$ cat config.mk
export PLATFORM = sky130hd
export DESIGN_NAME = line_raster
export DESIGN_NICKNAME = d
export VERILOG_FILES = /design/src/lr_pkg.sv /design/src/lr_front.sv /design/src/lr_queue.sv /design/src/lr_back.sv /design/src/line_raster.sv
export SDC_FILE = /design/constraint.sdc
export NUM_CORES = 1
export LEC_CHECK = 0
export BUFFER_PORTS_ARGS = -buffer_cell sky130_fd_sc_hd__buf_2
export CAP_MARGIN = 25
export CORE_MARGIN = 2
export CORE_UTILIZATION = 40
export CTS_CLUSTER_SIZE = 8
export DETAILED_ROUTE_END_ITERATION = 10
export PLACE_DENSITY_LB_ADDON = 0.3
export SYNTH_ARGS = -nofsm -noshare
export SYNTH_HDL_FRONTEND = slang
export SYNTH_HIERARCHICAL = 1
export SYNTH_SLANG_ARGS = --single-unit
export TNS_END_PERCENT = 30
$ cat constraint.sdc
create_clock -name aclk -period 7.67 [get_ports aclk]
set_input_delay 0.767 -clock aclk [delete_from_list [all_inputs] [get_ports aclk]]
set_output_delay 0.767 -clock aclk [all_outputs]
set_load 0.02 [all_outputs]
$ cat src/lr_pkg.sv
// shared types and constants for the line rasterizer
// no dependencies; used by lr_front, lr_queue, lr_back and line_raster
package lr_pkg;

    localparam int COORD_W = 6;
    localparam int COLOR_W = 16;
    localparam int IN_DATA_W = 40;
    localparam int OUT_DATA_W = 32;

    typedef logic [COORD_W-1:0] coord_t;
    typedef logic [COLOR_W-1:0] color_t;

    // one classified line, ready for stepping
    typedef struct packed {
        logic   x_major;
        logic   minor_neg;
        logic   major_neg;
        coord_t major_start;
        coord_t minor_start;
        coord_t len;
        coord_t minor_mag;
        color_t color;
    } line_cmd_t;

endpackage

$ cat src/lr_front.sv
// request front end: clamps endpoints, picks the major axis, builds a line command
// depends on lr_pkg; feeds lr_queue
module lr_front #(
    parameter int GRID_SIZE = 64
) (
    input  logic                               s_tvalid,
    output logic                               s_tready,
    input  logic [lr_pkg::IN_DATA_W-1:0]       s_tdata,
    input  logic                               q_full,
    output logic                               q_push,
    output lr_pkg::line_cmd_t                  q_cmd
);

    localparam lr_pkg::coord_t MAX_COORD = lr_pkg::coord_t'(GRID_SIZE - 1);

    function automatic lr_pkg::coord_t clamp_coord(input lr_pkg::coord_t c);
        clamp_coord = (c > MAX_COORD) ? MAX_COORD : c;
    endfunction

    lr_pkg::coord_t sx, sy, ex, ey, adx, ady;
    logic signed [lr_pkg::COORD_W:0] dx, dy;
    logic x_major;

    always_comb begin
        sx = clamp_coord(s_tdata[5:0]);
        sy = clamp_coord(s_tdata[11:6]);
        ex = clamp_coord(s_tdata[17:12]);
        ey = clamp_coord(s_tdata[23:18]);
        dx = $signed({1'b0, ex}) - $signed({1'b0, sx});
        dy = $signed({1'b0, ey}) - $signed({1'b0, sy});
        adx = dx[lr_pkg::COORD_W] ? lr_pkg::coord_t'(-dx) : lr_pkg::coord_t'(dx);
        ady = dy[lr_pkg::COORD_W] ? lr_pkg::coord_t'(-dy) : lr_pkg::coord_t'(dy);
        x_major = adx >= ady;

        q_cmd.x_major     = x_major;
        q_cmd.major_neg   = x_major ? dx[lr_pkg::COORD_W] : dy[lr_pkg::COORD_W];
        q_cmd.minor_neg   = x_major ? dy[lr_pkg::COORD_W] : dx[lr_pkg::COORD_W];
        q_cmd.major_start = x_major ? sx : sy;
        q_cmd.minor_start = x_major ? sy : sx;
        q_cmd.len         = x_major ? adx : ady;
        q_cmd.minor_mag   = x_major ? ady : adx;
        q_cmd.color       = s_tdata[39:24];
    end

    // zero-length requests are taken and dropped
    assign s_tready = !q_full;
    assign q_push   = s_tvalid && !q_full && (q_cmd.len != '0);

endmodule

$ cat src/lr_queue.sv
// two-entry command queue between the front end and the stepper
// depends on lr_pkg
module lr_queue (
    input  logic              aclk,
    input  logic              aresetn,
    input  logic              push,
    input  lr_pkg::line_cmd_t push_cmd,
    output logic              full,
    input  logic              pop,
    output logic              not_empty,
    output lr_pkg::line_cmd_t pop_cmd
);

    lr_pkg::line_cmd_t slot_reg [2];
    logic wr_ptr_reg, wr_ptr_next;
    logic rd_ptr_reg, rd_ptr_next;
    logic [1:0] count_reg, count_next;

    assign full      = count_reg == 2'd2;
    assign not_empty = count_reg != 2'd0;
    assign pop_cmd   = slot_reg[rd_ptr_reg];

    always_comb begin
        wr_ptr_next = push ? !wr_ptr_reg : wr_ptr_reg;
        rd_ptr_next = pop ? !rd_ptr_reg : rd_ptr_reg;
        count_next  = count_reg + 2'(push) - 2'(pop);
    end

    always_ff @(posedge aclk) begin
        if (!aresetn) begin
            wr_ptr_reg <= 1'b0;
            rd_ptr_reg <= 1'b0;
            count_reg  <= 2'd0;
        end else begin
            wr_ptr_reg <= wr_ptr_next;
            rd_ptr_reg <= rd_ptr_next;
            count_reg  <= count_next;
        end
    end

    always_ff @(posedge aclk) begin
        if (push) begin
            slot_reg[wr_ptr_reg] <= push_cmd;
        end
    end

endmodule

$ cat src/lr_back.sv
// line stepper: walks the major axis one cell per transfer, minor axis by remainder
// depends on lr_pkg; drives the result channel through an output register
module lr_back (
    input  logic                            aclk,
    input  logic                            aresetn,
    input  logic                            q_valid,
    input  lr_pkg::line_cmd_t               q_cmd,
    output logic                            q_pop,
    output logic                            m_tvalid,
    input  logic                            m_tready,
    output logic [lr_pkg::OUT_DATA_W-1:0]   m_tdata,
    output logic                            m_tlast
);

    logic              active_reg, active_next;
    lr_pkg::line_cmd_t cmd_reg, cmd_next;
    lr_pkg::coord_t    maj_reg, maj_next;
    lr_pkg::coord_t    min_reg, min_next;
    lr_pkg::coord_t    err_reg, err_next;
    lr_pkg::coord_t    rem_reg, rem_next;
    logic              m_valid_reg, m_valid_next;
    lr_pkg::coord_t    out_x_reg, out_y_reg;
    lr_pkg::color_t    out_color_reg;
    logic              out_last_reg;

    logic out_free, emit, last;
    logic [lr_pkg::COORD_W:0] err_sum;

    assign out_free = !m_valid_reg || m_tready;
    assign emit     = active_reg && out_free;
    assign last     = rem_reg == lr_pkg::coord_t'(1);
    assign q_pop    = q_valid && (!active_reg || (emit && last));

    always_comb begin
        active_next = active_reg;
        cmd_next    = cmd_reg;
        maj_next    = maj_reg;
        min_next    = min_reg;
        err_next    = err_reg;
        rem_next    = rem_reg;
        err_sum     = {1'b0, err_reg} + {1'b0, cmd_reg.minor_mag};

        if (q_pop) begin
            active_next = 1'b1;
            cmd_next    = q_cmd;
            maj_next    = q_cmd.major_start;
            min_next    = q_cmd.minor_start;
            err_next    = '0;
            rem_next    = q_cmd.len;
        end else if (emit && last) begin
            active_next = 1'b0;
        end else if (emit) begin
            rem_next = rem_reg - lr_pkg::coord_t'(1);
            maj_next = cmd_reg.major_neg ? maj_reg - lr_pkg::coord_t'(1)
                                         : maj_reg + lr_pkg::coord_t'(1);
            if (!cmd_reg.minor_neg) begin
                // err tracks the floor remainder
                if (err_sum >= {1'b0, cmd_reg.len}) begin
                    err_next = lr_pkg::coord_t'(err_sum - {1'b0, cmd_reg.len});
                    min_next = min_reg + lr_pkg::coord_t'(1);
                end else begin
                    err_next = lr_pkg::coord_t'(err_sum);
                end
            end else begin
                // err tracks the ceiling slack, minor moves down on underflow
                if (err_reg >= cmd_reg.minor_mag) begin
                    err_next = err_reg - cmd_reg.minor_mag;
                end else begin
                    err_next = err_reg + cmd_reg.len - cmd_reg.minor_mag;
                    min_next = min_reg - lr_pkg::coord_t'(1);
                end
            end
        end

        if (emit) begin
            m_valid_next = 1'b1;
        end else if (m_tready) begin
            m_valid_next = 1'b0;
        end else begin
            m_valid_next = m_valid_reg;
        end
    end

    always_ff @(posedge aclk) begin
        if (!aresetn) begin
            active_reg  <= 1'b0;
            m_valid_reg <= 1'b0;
        end else begin
            active_reg  <= active_next;
            m_valid_reg <= m_valid_next;
        end
    end

    always_ff @(posedge aclk) begin
        cmd_reg <= cmd_next;
        maj_reg <= maj_next;
        min_reg <= min_next;
        err_reg <= err_next;
        rem_reg <= rem_next;
        if (emit) begin
            out_x_reg     <= cmd_reg.x_major ? maj_reg : min_reg;
            out_y_reg     <= cmd_reg.x_major ? min_reg : maj_reg;
            out_color_reg <= cmd_reg.color;
            out_last_reg  <= last;
        end
    end

    assign m_tvalid = m_valid_reg;
    assign m_tdata  = {4'b0000, out_color_reg, out_y_reg, out_x_reg};
    assign m_tlast  = out_last_reg;

`ifndef SYNTHESIS
    a_rem_nonzero: assert property (@(posedge aclk) disable iff (!aresetn)
        active_reg |-> rem_reg != '0)
        else $error("active line with no cells left");

    a_err_bound: assert property (@(posedge aclk) disable iff (!aresetn)
        active_reg |-> err_reg < cmd_reg.len)
        else $error("remainder out of range");

    a_hold_on_stall: assert property (@(posedge aclk) disable iff (!aresetn)
        (active_reg && !out_free) |=> $stable(rem_reg) && $stable(maj_reg))
        else $error("stepper advanced while output stalled");

    a_pop_only_free: assert property (@(posedge aclk) disable iff (!aresetn)
        q_pop |-> (!active_reg || last))
        else $error("command taken while a line is in progress");
`endif

endmodule

$ cat src/line_raster.sv
// top level of the line rasterizer: front end, command queue and stepper
// depends on lr_pkg, lr_front, lr_queue, lr_back
//
// Each request transfer carries two endpoints and a color; the block emits the cells
// of the line from the start toward (not including) the end, one result transfer
// per clock when the output is not stalled, with tlast on the final cell. A line
// of major-axis length n yields n cells, at most GRID_SIZE-1. A request passes
// through the queue slot, the stepper registers and the output register before
// its first cell appears, and back-to-back lines leave no gap. Requests with
// equal endpoints are taken and produce nothing. Up to two classified lines wait
// in the queue while the stepper works.
module line_raster #(
    parameter int GRID_SIZE = 64
) (
    input  logic                              aclk,
    input  logic                              aresetn,
    input  logic                              s_tvalid,
    output logic                              s_tready,
    // start_x[5:0], start_y[11:6], end_x[17:12], end_y[23:18], color[39:24]
    input  logic [lr_pkg::IN_DATA_W-1:0]      s_tdata,
    output logic                              m_tvalid,
    input  logic                              m_tready,
    // cell_x[5:0], cell_y[11:6], cell_color[27:12], zero[31:28]
    output logic [lr_pkg::OUT_DATA_W-1:0]     m_tdata,
    output logic                              m_tlast
);

    logic              q_full, q_push, q_pop, q_not_empty;
    lr_pkg::line_cmd_t push_cmd, pop_cmd;

    lr_front #(
        .GRID_SIZE(GRID_SIZE)
    ) u_front (
        .s_tvalid (s_tvalid),
        .s_tready (s_tready),
        .s_tdata  (s_tdata),
        .q_full   (q_full),
        .q_push   (q_push),
        .q_cmd    (push_cmd)
    );

    lr_queue u_queue (
        .aclk      (aclk),
        .aresetn   (aresetn),
        .push      (q_push),
        .push_cmd  (push_cmd),
        .full      (q_full),
        .pop       (q_pop),
        .not_empty (q_not_empty),
        .pop_cmd   (pop_cmd)
    );

    lr_back u_back (
        .aclk     (aclk),
        .aresetn  (aresetn),
        .q_valid  (q_not_empty),
        .q_cmd    (pop_cmd),
        .q_pop    (q_pop),
        .m_tvalid (m_tvalid),
        .m_tready (m_tready),
        .m_tdata  (m_tdata),
        .m_tlast  (m_tlast)
    );

endmodule
# Word-level counts from Yosys, hierarchy flattened

Memories as Yosys holds them, arrays and structs flattened. A register that Yosys moved wholly into a read port is not among the register bits.
Index checks and enable logic that the tools add are counted.
Widths: inputs -> output; s select.

Register bits after elaboration: 90
Memories kept: 1
Output and inout bits: 35
Memory bits (writable): 86
Logic and storage cells: 107
Input bits: 44

Equality and inequality tests: 4
Bitwise logic cells: 1
Add/sub/neg operators: 16
Mux-type cells: 38
Reduce and logical (&&, ||, !) cells: 21
Magnitude comparators: 7

Memory list:

| memory           | words | width | rd ports | clocked after memory_dff | write ports | RTL line       | text |
|---|---|---|---|---|---|---|---|
| u_queue.slot_reg | 2     | 43    | 1        | 1                        | 1           | lr_queue.sv:14 | `lr_pkg::line_cmd_t slot_reg [2];` |

Operator list:

| operator            | count |
|---|---|
| $mux 6              | 28 |
| $gt 6x6->1 const B  | 4 |
| $sub 6x1->6 const B | 3 |
| $sub 6x6->6         | 3 |
| $sub 6x6->7         | 2 |
| $add 6x1->6 const B | 2 |
| $ge 6x6->1          | 2 |
| $neg 6->6           | 2 |
| $mux 1              | 10 |
| $reduce_bool 2->1   | 4 |
| $add 6x6->7         | 1 |
| $ge 7x6->1          | 1 |
| $add 6x6->6         | 1 |
| $eq 6x1->1 const B  | 1 |
| $reduce_bool 6->1   | 1 |
| $logic_and 1x1->1   | 5 |
| $logic_not 1->1     | 5 |
| $reduce_and 2->1    | 2 |
| $reduce_and 4->1    | 1 |
| $ne 3x3->1 const B  | 1 |
| $reduce_bool 3->1   | 1 |
| $add 2x1->2         | 1 |
| $eq 2x2->1 const B  | 1 |
| $logic_or 1x1->1    | 2 |
| 3 further kinds     | 3 |

# Logic depth before layout (Yosys ltp)

Depth after elaboration: 11
Depth in mapped cells: 23

# Cells and area by module

Netlist, hierarchy kept.

Modules (own cells, without submodules):

| module   | instances | area an instance (sq um) | cells an instance | seq. area each (sq um) |
|---|---|---|---|---|
| lr_back  | 1         | 4,814.6                  | 399               | 2,502.4 |
| lr_queue | 1         | 3,535.9                  | 155               | 2,682.6 |
| lr_front | 1         | 1,635.3                  | 237               | 0.0 |

# Worst setup path after synthesis

OpenSTA, ideal clock, no wires.

Kind: input -> register
Start: input s_tdata[6] (netlist name)
End: memory u_queue/slot_reg[0][0] (netlist name) (enable)
Stages: 20
Required time: 7.220 ns
Setup slack: 1.254 ns
Arrival: 5.967 ns
Cells stage by stage: clkbuf_1 ha_1 inv_1 fa_1 a21o_1 a21o_1 nor3_1 a221oi_1 a21oi_1 xor2_1 inv_1 ha_1 nand3_1 o21ai_1 clkbuf_1 nor3_1 mux2i_1 nand3_1 a41oi_2 nor2b_1

Word-level cells in the longest chain between the ends: 11

Ends and longest elaborated chain:

| item                             | RTL line          | text |
|---|---|---|
| start, declared                  | line_raster.sv:20 | `input logic [lr_pkg::IN_DATA_W-1:0] s_tdata,` |
| $gt 6x6->1                       | lr_front.sv:17    | `clamp_coord = (c > MAX_COORD) ? MAX_COORD : c;` |
| $mux 6 (*)                       | lr_front.sv:17    |  |
| $sub 6x6->7 (*)                  | lr_front.sv:30    | `dy = $signed({1'b0, ey}) - $signed({1'b0, sy});` |
| $neg 6->6                        | lr_front.sv:32    | `ady = dy[lr_pkg::COORD_W] ? lr_pkg::coord_t'(-dy) : lr_pkg::coord_t'(dy);` |
| $mux 6 (*)                       | lr_front.sv:32    |  |
| $ge 6x6->1                       | lr_front.sv:33    | `x_major = adx >= ady;` |
| $mux 6 (*)                       | lr_front.sv:40    | `q_cmd.len = x_major ? adx : ady;` |
| $reduce_bool 6->1 (*)            | lr_front.sv:47    | `assign q_push = s_tvalid && !q_full && (q_cmd.len != '0);` |
| $logic_and 1x1->1 (*)            | lr_front.sv:47    |  |
| named net q_push                 | line_raster.sv:28 | `logic q_full, q_push, q_pop, q_not_empty;` |
| $mux 1 (*)                       | lr_queue.sv:42    | `if (push) begin` |
| $mux 1 (implied by the code) (*) | lr_queue.sv:43    | `slot_reg[wr_ptr_reg] <= push_cmd;` |
| end, declared                    | lr_queue.sv:14    |  |

The timed path passes the listed nets; every way through them passes the cells marked *.

==> flow_summary_export.csv <==
group,metric,value,unit
power_and_ir_drop,pwr_density_cell,472,nW/um^2
placed_design,dp_hpwl,13.2,mm
sta,skew,0.00911,ns
global_route,grt_overflow,0,
route,drt-total-wl,18.1,mm
worst_hold_path,hp-class,"register to register",
yosys,synth-xor-area-share,0.0356,
floorplan,die-area,26200,sq um
floorplan,design.core.area,24400,sq um
sta,drv_slew,0,
setup_path,setup.worst_path.start_class,"primary input",
finish,final_common_cell,"edfxtp_1",
power_and_ir_drop,clock_power_share,0.175,
global_route,use_met1,0.202,
power_and_ir_drop,seqPwrFrac,0.327,
clock_network,cts_hold_buf,0,
global_route,grt.met2_usage,0.220,
global_route,grt_first_pass_wirelength,29.1,mm
yosys,syn_area_per_cell,12.6,sq um
global_route,grt_usage,0.142,
sta,final.setup.tns,0,ns
route,vias,5751,
route,drtPass1Iterations,4,
route,antenna_left,0,
yosys,ys.flop_type,"edfxtp_1",
yosys,synth_edf_count,164,
finish,syn_to_final_growth,11.2,%
setup_path,critPathArrivalTime,5.47,ns
yosys,yosys_warnings,6,
route,drc,0,
sta,tightestPinTransition,0.932,ns
yosys,synth_compound_area_frac,0.0927,
power_and_ir_drop,vdd_drop_max,0.193,mV
flow_run,cap_viol_max_count,0,
setup_path,path_buf_inv,6,
global_route,top_usage_layer,"met2",
power_and_ir_drop,power.switching,2.07,mW
power_and_ir_drop,leakage,4.50,nW
setup_path,max_stage_delay,0.81,ns
run_status,outcome,"finished clean",
clock_network,clk_latency,0.43,ns
floorplan,die_h,162,microns
finish,seq_area,5190,sq um
sta,relSlewSlack,0.378,
power_and_ir_drop,finalPower,5.25,mW
setup_path,r2r_slack,3.75,ns
clock_network,root_buffer,"clkbuf_16",
placed_design,port-buffer-count,74,
power_and_ir_drop,power.internal,3.18,mW
setup_path,crit_slowest_cell,"nor2b_4",
setup_path,critPathTopFamily,"simple AND/OR/NAND/NOR gates",
setup_path,critPathCaptureType,"register",
clock_network,cts_tree,"done",
finish,final_cell_mix,"edfxtp_1 (164), inv_1 (76), buf_2 (74)",
sta,hold_viol_final,0,
finish,fillers,2208,
yosys,yosys.area_share.simple,0.0862,
global_route,met3_usage,0.0232,
clock_network,clk_path_buf_depth,2,
clock_network,path_clk_slew,0.08,ns
yosys,synth_top_family_by_area,"multiplexers",
setup_path,crit_fanout,39,
clock_network,cts_sinks,177,
global_route,grt_pass1_vias,5651,
sta,rsz0062_at_grt,"false",
route,wire_per_inst,15.4,microns
sta,max_freq,0.188,GHz
power_and_ir_drop,switching_share,0.394,
global_route,grt_max_degree,47,
route,routed_via_density,4.89,
finish,diodes,0,
yosys,async_flop_share,0,
clock_network,htree_levels,4,
floorplan,start_util,0.409,
yosys,yosysSeqAreaShare,0.519,
floorplan,num_io_pins,79,
placed_design,gp_congestion,0.852,
yosys,post_synth_num_cell_types,77,
sta,finalSetupViolCount,0,
yosys,synthAdderAreaFrac,0.0930,
sta,fin_crit,5.33,ns
finish,drive_gt1_frac,0.239,
setup_path,path_cells,"buf_2 -> inv_1 -> ha_1 -> inv_1 -> fa_1 -> xnor2_1 -> nand3_1 -> nor3_1 -> a221oi_1 -> a21oi_1 -> xor2_1 -> inv_1 -> ha_1 -> a21oi_1 -> o21ai_4 -> buf_4 -> nand3_1 -> nand3_1 -> a41oi_2 -> nor2b_4 -> buf_4",
floorplan,die_w,162,microns
finish,nets,949,
route,dr.first_iter.drc_count,377,
clock_network,cts_setup_buffers,0,
finish,largest_reg_flops,86,
yosys,synth_seq_cells,177,
floorplan,rows,57,
sta,period_share,0.695,
yosys,synth_cells,791,
setup_path,cp.required,7.81,ns
yosys,synthMuxAreaShare,0.103,
finish,multi_input_area,4140,sq um
clock_network,cts_buffers,17,
power_and_ir_drop,combPwrFrac,0.498,
global_route,antenna_found_initial,0,
clock_network,cts_resized,0,
setup_path,crit_type,"primary input to register",
yosys,synth_area,9990,sq um
-- per-stage QoR --
stage               instance area (sq um)  setup slack (ns)  cells  hold slack, ns  utilization
global placement                    10400              1.99   1142           0.402        0.428
global route                        11100              1.93   1175           0.433        0.455
detailed placement                  10500              1.85   1143           0.405        0.429
floorplan                           10000              1.25    794           0.400            -
CTS                                 11100              2.31   1175           0.426        0.455
finish                              11100              2.34   1175           0.424        0.455
-- synthesized netlist by cell type (4+ instances only) --
master | number | share of area
a21o_1 | 15 | 0.011
a21oi_1 | 40 | 0.020
and2_1 | 9 | 0.0056
buf_12 | 4 | 0.0080
buf_2 | 4 | 0.0020
buf_4 | 22 | 0.017
buf_6 | 6 | 0.0068
clkbuf_1 | 17 | 0.0064
dfxtp_1 | 13 | 0.026
edfxtp_1 | 164 | 0.49
fa_1 | 12 | 0.024
ha_1 | 55 | 0.069
inv_1 | 76 | 0.029
mux2_2 | 17 | 0.019
mux2_4 | 42 | 0.063
mux2i_1 | 20 | 0.020
nand2_1 | 44 | 0.017
nand2b_1 | 8 | 0.0050
nand3_1 | 12 | 0.0060
nor2_1 | 45 | 0.017
nor2b_1 | 11 | 0.0069
nor3_1 | 8 | 0.0040
o21ai_0 | 29 | 0.015
xnor2_1 | 22 | 0.019
xor2_1 | 16 | 0.014
-- logic make-up (layout without fill, tap and decap cells) --
| group | after synthesis | after routing |
|---|---|---|
| AND/OR/NAND/NOR | 165 | 165 |
| flip-flops | 177 | 177 |
| AO/OA/AOI/OAI | 130 | 130 |
| XOR/XNOR | 39 | 39 |
| other | 1 | 4 |
| buffers and inverters | 132 | 189 |
| adder cells (fa/ha/maj) | 67 | 67 |
| multiplexers | 80 | 80 |
-- power groups by stage --
stage	combinational, mW	clock (mW)	sequential [mW]
detailed placement	2.60	0	1.74
CTS	2.63	0.935	1.72
global placement	2.58	0	1.73
floorplan	2.09	0	1.75
global route	2.92	0.974	1.75
finish	2.61	0.917	1.72
-- metal layers --
metal / up-vias / routed length (microns) / share of wire
met4: 0 / 299 / 0.017
met1: 2736 / 8980 / 0.50
met2: 108 / 8200 / 0.45
met3: 19 / 575 / 0.032
met5: - / 0 / 0
li1: 2888 / - / -
-- path summary, 6_finish.rpt --
| check | to | from | cells past startpoint |
|---|---|---|---|
| setup / recovery | u_queue/slot_reg[0][38] | s_tdata[18] | 21 |
| setup reg to reg | u_back/min_reg[4] | u_back/cmd_reg[17] | 12 |
| hold reg to reg | u_back/out_color_reg[10] | u_back/cmd_reg[10] | 0 |
| hold / removal | u_back/out_color_reg[10] | u_back/cmd_reg[10] | 0 |
-- layout make-up --
| class | instances | share of cell area |
|---|---|---|
| Sequential cell | 177 | 0.467 |
| Multi-Input combinational cell | 485 | 0.373 |
| Timing Repair Buffer | 81 | 0.0392 |
| Clock buffer | 17 | 0.0383 |
| Tap cell | 324 | 0.0365 |
| Inverter | 76 | 0.0257 |
| Clock inverter | 15 | 0.0205 |
Power figures use the tool's default switching activity.
